**config.mk**
```make
export PLATFORM = sky130hd
export DESIGN_NAME = srg_ctrl
export DESIGN_NICKNAME = d
export VERILOG_FILES = /design/src/hw/rtl/seeded_region_growing_unit_macros.svh /design/src/hw/rtl/srg_pkg.sv /design/src/hw/rtl/srg_ctrl.sv
export SDC_FILE = /design/constraint.sdc
export NUM_CORES = 1
export LEC_CHECK = 0
export BUFFER_PORTS_ARGS = -buffer_cell sky130_fd_sc_hd__buf_2
export CELL_PAD_IN_SITES_DETAIL_PLACEMENT = 1
export CELL_PAD_IN_SITES_GLOBAL_PLACEMENT = 1
export CORE_MARGIN = 1
export CORE_UTILIZATION = 38
export CTS_CLUSTER_SIZE = 16
export DETAILED_ROUTE_END_ITERATION = 8
export PLACE_DENSITY_LB_ADDON = 0.25
export SYNTH_ARGS = -nofsm -noshare
export SYNTH_HDL_FRONTEND = slang
export SYNTH_SLANG_ARGS = --single-unit
export TNS_END_PERCENT = 1
```
**constraint.sdc**
```tcl
create_clock -name clock -period 4.5 [get_ports clock]
set_input_delay 0.9 -clock clock [delete_from_list [all_inputs] [get_ports clock]]
set_output_delay 0.9 -clock clock [all_outputs]
set_load 0.005 [all_outputs]
```
**src/hw/rtl/seeded_region_growing_unit_macros.svh**
```systemverilog
// Assertion helpers for the region growing unit.
`ifndef SEEDED_REGION_GROWING_UNIT_MACROS_SVH
`define SEEDED_REGION_GROWING_UNIT_MACROS_SVH

// Same-cycle implication.
`define SRG_ASSERT_NOW(name, clk, rst, ante, cons) \
   name: assert property (@(posedge clk) disable iff (rst) (ante) |-> (cons)) \
      else $error("region growing check failed");

// Next-cycle implication.
`define SRG_ASSERT_NEXT(name, clk, rst, ante, cons) \
   name: assert property (@(posedge clk) disable iff (rst) (ante) |=> (cons)) \
      else $error("region growing check failed");

`endif

```
**src/hw/rtl/srg_pkg.sv**
```systemverilog
package srg_pkg;

   localparam int LABEL_BITS = 9;
   localparam int CSR_DATA_BITS = 9;
   localparam int SEED_COORD_BITS = 6;

   typedef enum logic [1:0] {
      KIND_PIXEL = 2'd0,
      KIND_SEED  = 2'd1,
      KIND_GROW  = 2'd2,
      KIND_READ  = 2'd3
   } srg_kind_type;

   typedef enum logic [1:0] {
      CSR_WIDTH    = 2'd0,
      CSR_HEIGHT   = 2'd1,
      CSR_CHANNELS = 2'd2,
      CSR_SEEDS    = 2'd3
   } srg_csr_type;

   typedef struct packed {
      srg_kind_type kind;
      logic [11:0]  pixel_index;
      logic [11:0]  chan_a;
      logic [11:0]  chan_b;
      logic [11:0]  chan_c;
      logic [7:0]   seed_number;
      logic [5:0]   seed_col;
      logic [5:0]   seed_row;
   } srg_req_type;

   typedef struct packed {
      logic [8:0] label;
      logic       status;
   } srg_rsp_type;

   typedef enum logic [4:0] {
      ST_CLR_R, ST_IDLE, ST_CLR_A, ST_SEED_RD, ST_SEED_LD, ST_SEED_NEXT, ST_SEED_LRD,
      ST_SEED_LCHK, ST_CLR_B, ST_POP_RD, ST_POP_LD, ST_POP_CH, ST_POP_CMP, ST_PR_LBL,
      ST_PR_CHK, ST_PR_SEED, ST_PR_SPIX, ST_PR_SLD, ST_NB_RD, ST_NB_CHK, ST_NB_COST,
      ST_NB_NEXT, ST_PUSH, ST_PUSH_K, ST_PUSH_CMP, ST_DONE
   } srg_state_type;

   typedef enum logic [4:0] {
      OP_NONE, OP_IDLE, OP_CLEAR, OP_SEED_RD, OP_SEED_LD, OP_SEED_NEXT, OP_SEED_LRD,
      OP_SEED_LCHK, OP_POP_RD, OP_POP_LD, OP_POP_CH, OP_POP_CMP, OP_PR_LBL, OP_PR_CHK,
      OP_PR_SEED, OP_PR_SPIX, OP_PR_SLD, OP_NB_RD, OP_NB_CHK, OP_NB_COST, OP_NB_NEXT,
      OP_PUSH, OP_PUSH_K, OP_PUSH_CMP, OP_DONE
   } srg_op_type;

   typedef struct packed {
      srg_op_type op;
      logic       accept;
   } srg_cmd_type;

   typedef struct packed {
      logic clear_last;
      logic seed_more;
      logic seed_out;
      logic lbl_nz;
      logic tries_ok;
      logic heap_full;
      logic heap_empty;
      logic push_top;
      logic push_up;
      logic fill_one;
      logic ch_end;
      logic ch_up;
      logic nb_last;
   } srg_stat_type;

endpackage

```
**src/hw/rtl/srg_ctrl.sv**
```systemverilog
module srg_ctrl (
   input  logic                  clock,
   input  logic                  reset,
   input  logic                  start,
   input  srg_pkg::srg_kind_type req_kind,
   input  srg_pkg::srg_stat_type stat,
   output srg_pkg::srg_cmd_type  cmd,
   output logic                  busy
);

   srg_pkg::srg_state_type state_ff, state_in;
   logic ret_seed_ff, ret_seed_in;
   logic accept;

   always_ff @(posedge clock) begin
      if (reset) begin
         state_ff    <= srg_pkg::ST_CLR_R;
         ret_seed_ff <= 1'b0;
      end else begin
         state_ff    <= state_in;
         ret_seed_ff <= ret_seed_in;
      end
   end

   assign busy   = (state_ff != srg_pkg::ST_IDLE);
   assign accept = start && !busy;

   always_comb begin
      state_in    = state_ff;
      ret_seed_in = ret_seed_ff;
      cmd.op      = srg_pkg::OP_NONE;
      cmd.accept  = 1'b0;
      unique case (state_ff)
         srg_pkg::ST_CLR_R: begin
            cmd.op = srg_pkg::OP_CLEAR;
            if (stat.clear_last) state_in = srg_pkg::ST_IDLE;
         end
         srg_pkg::ST_IDLE: begin
            cmd.op     = srg_pkg::OP_IDLE;
            cmd.accept = accept;
            if (accept && req_kind == srg_pkg::KIND_GROW) state_in = srg_pkg::ST_CLR_A;
         end
         srg_pkg::ST_CLR_A: begin
            cmd.op = srg_pkg::OP_CLEAR;
            if (stat.clear_last) state_in = srg_pkg::ST_SEED_RD;
         end
         srg_pkg::ST_SEED_RD: begin
            cmd.op   = srg_pkg::OP_SEED_RD;
            state_in = stat.seed_more ? srg_pkg::ST_SEED_LD : srg_pkg::ST_CLR_B;
         end
         srg_pkg::ST_SEED_LD: begin
            cmd.op   = srg_pkg::OP_SEED_LD;
            state_in = stat.seed_out ? srg_pkg::ST_SEED_NEXT : srg_pkg::ST_SEED_LRD;
         end
         srg_pkg::ST_SEED_NEXT: begin
            cmd.op   = srg_pkg::OP_SEED_NEXT;
            state_in = srg_pkg::ST_SEED_RD;
         end
         srg_pkg::ST_SEED_LRD: begin
            cmd.op   = srg_pkg::OP_SEED_LRD;
            state_in = srg_pkg::ST_SEED_LCHK;
         end
         srg_pkg::ST_SEED_LCHK: begin
            cmd.op = srg_pkg::OP_SEED_LCHK;
            if (stat.lbl_nz && stat.tries_ok) begin
               state_in = srg_pkg::ST_SEED_LRD;
            end else begin
               state_in    = srg_pkg::ST_PUSH;
               ret_seed_in = 1'b1;
            end
         end
         srg_pkg::ST_CLR_B: begin
            cmd.op = srg_pkg::OP_CLEAR;
            if (stat.clear_last) state_in = srg_pkg::ST_POP_RD;
         end
         srg_pkg::ST_POP_RD: begin
            cmd.op   = srg_pkg::OP_POP_RD;
            state_in = stat.heap_empty ? srg_pkg::ST_DONE : srg_pkg::ST_POP_LD;
         end
         srg_pkg::ST_POP_LD: begin
            cmd.op   = srg_pkg::OP_POP_LD;
            state_in = stat.fill_one ? srg_pkg::ST_PR_LBL : srg_pkg::ST_POP_CH;
         end
         srg_pkg::ST_POP_CH: begin
            cmd.op   = srg_pkg::OP_POP_CH;
            state_in = stat.ch_end ? srg_pkg::ST_PR_LBL : srg_pkg::ST_POP_CMP;
         end
         srg_pkg::ST_POP_CMP: begin
            cmd.op   = srg_pkg::OP_POP_CMP;
            state_in = stat.ch_up ? srg_pkg::ST_POP_CH : srg_pkg::ST_PR_LBL;
         end
         srg_pkg::ST_PR_LBL: begin
            cmd.op   = srg_pkg::OP_PR_LBL;
            state_in = srg_pkg::ST_PR_CHK;
         end
         srg_pkg::ST_PR_CHK: begin
            cmd.op   = srg_pkg::OP_PR_CHK;
            state_in = stat.lbl_nz ? srg_pkg::ST_POP_RD : srg_pkg::ST_PR_SEED;
         end
         srg_pkg::ST_PR_SEED: begin
            cmd.op   = srg_pkg::OP_PR_SEED;
            state_in = srg_pkg::ST_PR_SPIX;
         end
         srg_pkg::ST_PR_SPIX: begin
            cmd.op   = srg_pkg::OP_PR_SPIX;
            state_in = srg_pkg::ST_PR_SLD;
         end
         srg_pkg::ST_PR_SLD: begin
            cmd.op   = srg_pkg::OP_PR_SLD;
            state_in = srg_pkg::ST_NB_RD;
         end
         srg_pkg::ST_NB_RD: begin
            cmd.op   = srg_pkg::OP_NB_RD;
            state_in = srg_pkg::ST_NB_CHK;
         end
         srg_pkg::ST_NB_CHK: begin
            cmd.op   = srg_pkg::OP_NB_CHK;
            state_in = stat.lbl_nz ? srg_pkg::ST_NB_NEXT : srg_pkg::ST_NB_COST;
         end
         srg_pkg::ST_NB_COST: begin
            cmd.op      = srg_pkg::OP_NB_COST;
            state_in    = srg_pkg::ST_PUSH;
            ret_seed_in = 1'b0;
         end
         srg_pkg::ST_NB_NEXT: begin
            cmd.op   = srg_pkg::OP_NB_NEXT;
            state_in = stat.nb_last ? srg_pkg::ST_POP_RD : srg_pkg::ST_NB_RD;
         end
         srg_pkg::ST_PUSH: begin
            cmd.op = srg_pkg::OP_PUSH;
            if (stat.heap_full)
               state_in = ret_seed_ff ? srg_pkg::ST_SEED_NEXT : srg_pkg::ST_NB_NEXT;
            else
               state_in = srg_pkg::ST_PUSH_K;
         end
         srg_pkg::ST_PUSH_K: begin
            cmd.op = srg_pkg::OP_PUSH_K;
            if (stat.push_top)
               state_in = ret_seed_ff ? srg_pkg::ST_SEED_NEXT : srg_pkg::ST_NB_NEXT;
            else
               state_in = srg_pkg::ST_PUSH_CMP;
         end
         srg_pkg::ST_PUSH_CMP: begin
            cmd.op = srg_pkg::OP_PUSH_CMP;
            if (stat.push_up)
               state_in = srg_pkg::ST_PUSH_K;
            else
               state_in = ret_seed_ff ? srg_pkg::ST_SEED_NEXT : srg_pkg::ST_NB_NEXT;
         end
         srg_pkg::ST_DONE: begin
            cmd.op   = srg_pkg::OP_DONE;
            state_in = srg_pkg::ST_IDLE;
         end
         default: state_in = srg_pkg::ST_IDLE;
      endcase
   end

endmodule

```
==> results.toml <==
[outcome]
status = "finished, final reports clean"

[sta]
holdWs_ps = 543
rsz0062_at_grt = "false"
fin_crit_ps = 2960
post-route-period-util_pct = 65.7
slew_viol_final = 0
slew-limit-headroom_pct = 37.1
max_clock_freq_mhz = 338
finalSetupViolations = 0
finalHoldViolCount = 0
worst_pin_slew_ps = 941
tns_ps = 0
fin_skew_ps = 7.26

[place]
portBuffers = 24
placed_area_um2 = 1030
dp_hpwl_um = 2060
finalWeightedCongestion = 0.850

[synth]
synth_edf_count = 0
yosysUniqueCellTypes = 44
avgSynthCellArea_um2 = 6.59
synthCells = 141
ys_seq_area_share_pct = 12.9
synth_nets = 159
syn_area_um2 = 930
async_reset_ff_share_pct = 0
yosys_warnings = 0
synth_flop_cell = "dfxtp_1"
ys_ff_latch = 6

[routing]
drt_iter0_drc = 21
drt-pass1-iter-count = 4
avgRoutedWirePerCell_um = 16.0
dr_total_vias = 1117
drt_wl_total_um = 2940
via_per_inst = 6.07
drc = 0
ant_nets = 0

[job]
maxCapViolations = 0

[critical_path]
cp-end-kind = "primary output"
r2r_slack_ps = 2290
slowest_stage = "dfxtp_1"
critPathTopFamily = "flip-flops"
worst-path-buf-inv = 1
worstPathRequired_ps = 3600
crit_path_max_incr_delay_ps = 920
critPathKind = "reg -> out"
path_max_fanout = 26
worst_setup_path_start_kind = "flip-flop"
cp_data_arrival_time_ps = 2060
crit_chain = "o21ai_0, xor2_1, o22ai_1, buf_2"

[die]
dieArea_um2 = 2650
die_w_um = 51.5
core_um2 = 2250
rows = 17
io_pins = 25
die_height_um = 51.5
initial_utilization_pct = 41.2

[cts]
cts_setup_buffers = 0
cts.repair.resized = 0
cts_buffer_depth = 2
tritoncts = "yes"
holdBufCountCts = 0
clk_transition_reported_paths_ps = 50
cts_sinks = 6
cts_buffers = 3
clk_latency_ps = 250
htreeDepth = 1
root_buffer = "clkbuf_4"

[power_and_ir_drop]
power.total_uw = 214
ir_drop_mv = 0.183
leakage_nw = 0.413
p_per_area_nw_per_um2 = 204

[grt]
grt_usage_pct = 23.6
grt_overflow_total = 0
grt_pass1_vias = 1034
grt_first_pass_wirelength_um = 4750
antenna_found_initial = 0
grt_max_degree = 35

[finish]
drive_above_1_share_pct = 22.4
fin_area_um2 = 1050
layout_commonest_cell = "buf_2"
antenna_cells = 0
mostFrequentLayoutCells = "24 x buf_2, 14 x o21ai_0, 13 x a21oi_1, 11 x nor2_1, 11 x nand2_1"
layout.nets = 176
post-route-util_pct = 46.5
multi_input_area_um2 = 728
register_area_um2 = 120
fillCellCount = 325
area_growth_pct = 12.8

[hold_path]
hold_path_class = "reg -> reg"
tightest hold or removal path: cells and delay by family, from the launching register on:
family             cells  cell delay, ps
DFF                    1             320
AOI/OAI and AO/OA      1             120
and+or+nand+nor        1              60
worst paths after layout:
path,start,endpoint,cells past startpoint
min,ret_seed_ff,ret_seed_ff,2
max reg2reg,state_ff[1],state_ff[1],5
max,state_ff[2],cmd[1],4
min reg2reg,ret_seed_ff,ret_seed_ff,2
cell families (layout without fill, tap and decap cells):
family                     count (synthesis)  count (layout)  share of synthesized area (%)
xor gates and xnor gates                   1               1                          0.942
buffers and inverters                     17              32                           8.75
AOI/OAI and AO/OA                         50              50                           34.6
adders and majority gates                  1               1                           1.08
DFF                                        6               6                           12.9
and+or+nand+nor                           66              66                           41.7
state kept, by name (all words and copies together) (netlist names):
signal / flops
state_ff: 5
ret_seed_ff: 1
cell usage after synthesis, drive strengths merged, types with 5 or more instances:
master	count	area, um2
a21o	5	37.5
a21oi	13	65.1
nor2	11	41.3
buf	12	62.6
nand2	11	41.3
o21ai	15	75.1
nor3	6	35.0
dfxtp	6	120
nor2b	6	37.5
metrics by stage:
step                      cells  setup slack [ps]
after floorplan             141              2320
after global placement      181              1940
after detailed placement    181              1860
after CTS                   184              1590
after global routing        184              1420
final                       184              1540
power by group:
| group | internal [mW] | switching, mW |
|---|---|---|
| combinational | 0.0395 | 0.0476 |
| sequential | 0.0562 | 0.0212 |
| clock | 0.0302 | 0.0196 |
cell type report:
type                            count  share of cell area, %
Inverter                            4                   1.43
Clock buffer                        3                   2.15
Sequential cell                     6                   11.5
Timing Repair Buffer               25                   12.2
Multi-Input combinational cell    118                   69.5
Tap cell                           28                   3.34
routing by layer:
metal	routed length, um	global-route usage [%]	up-vias
met5	0	0	-
met4	0	2.70	0
met2	1430	40.3	26
met1	1390	31.9	536
li1	-	-	555
met3	115	3.57	0
No activity file was read; power rests on OpenSTA's default activity.
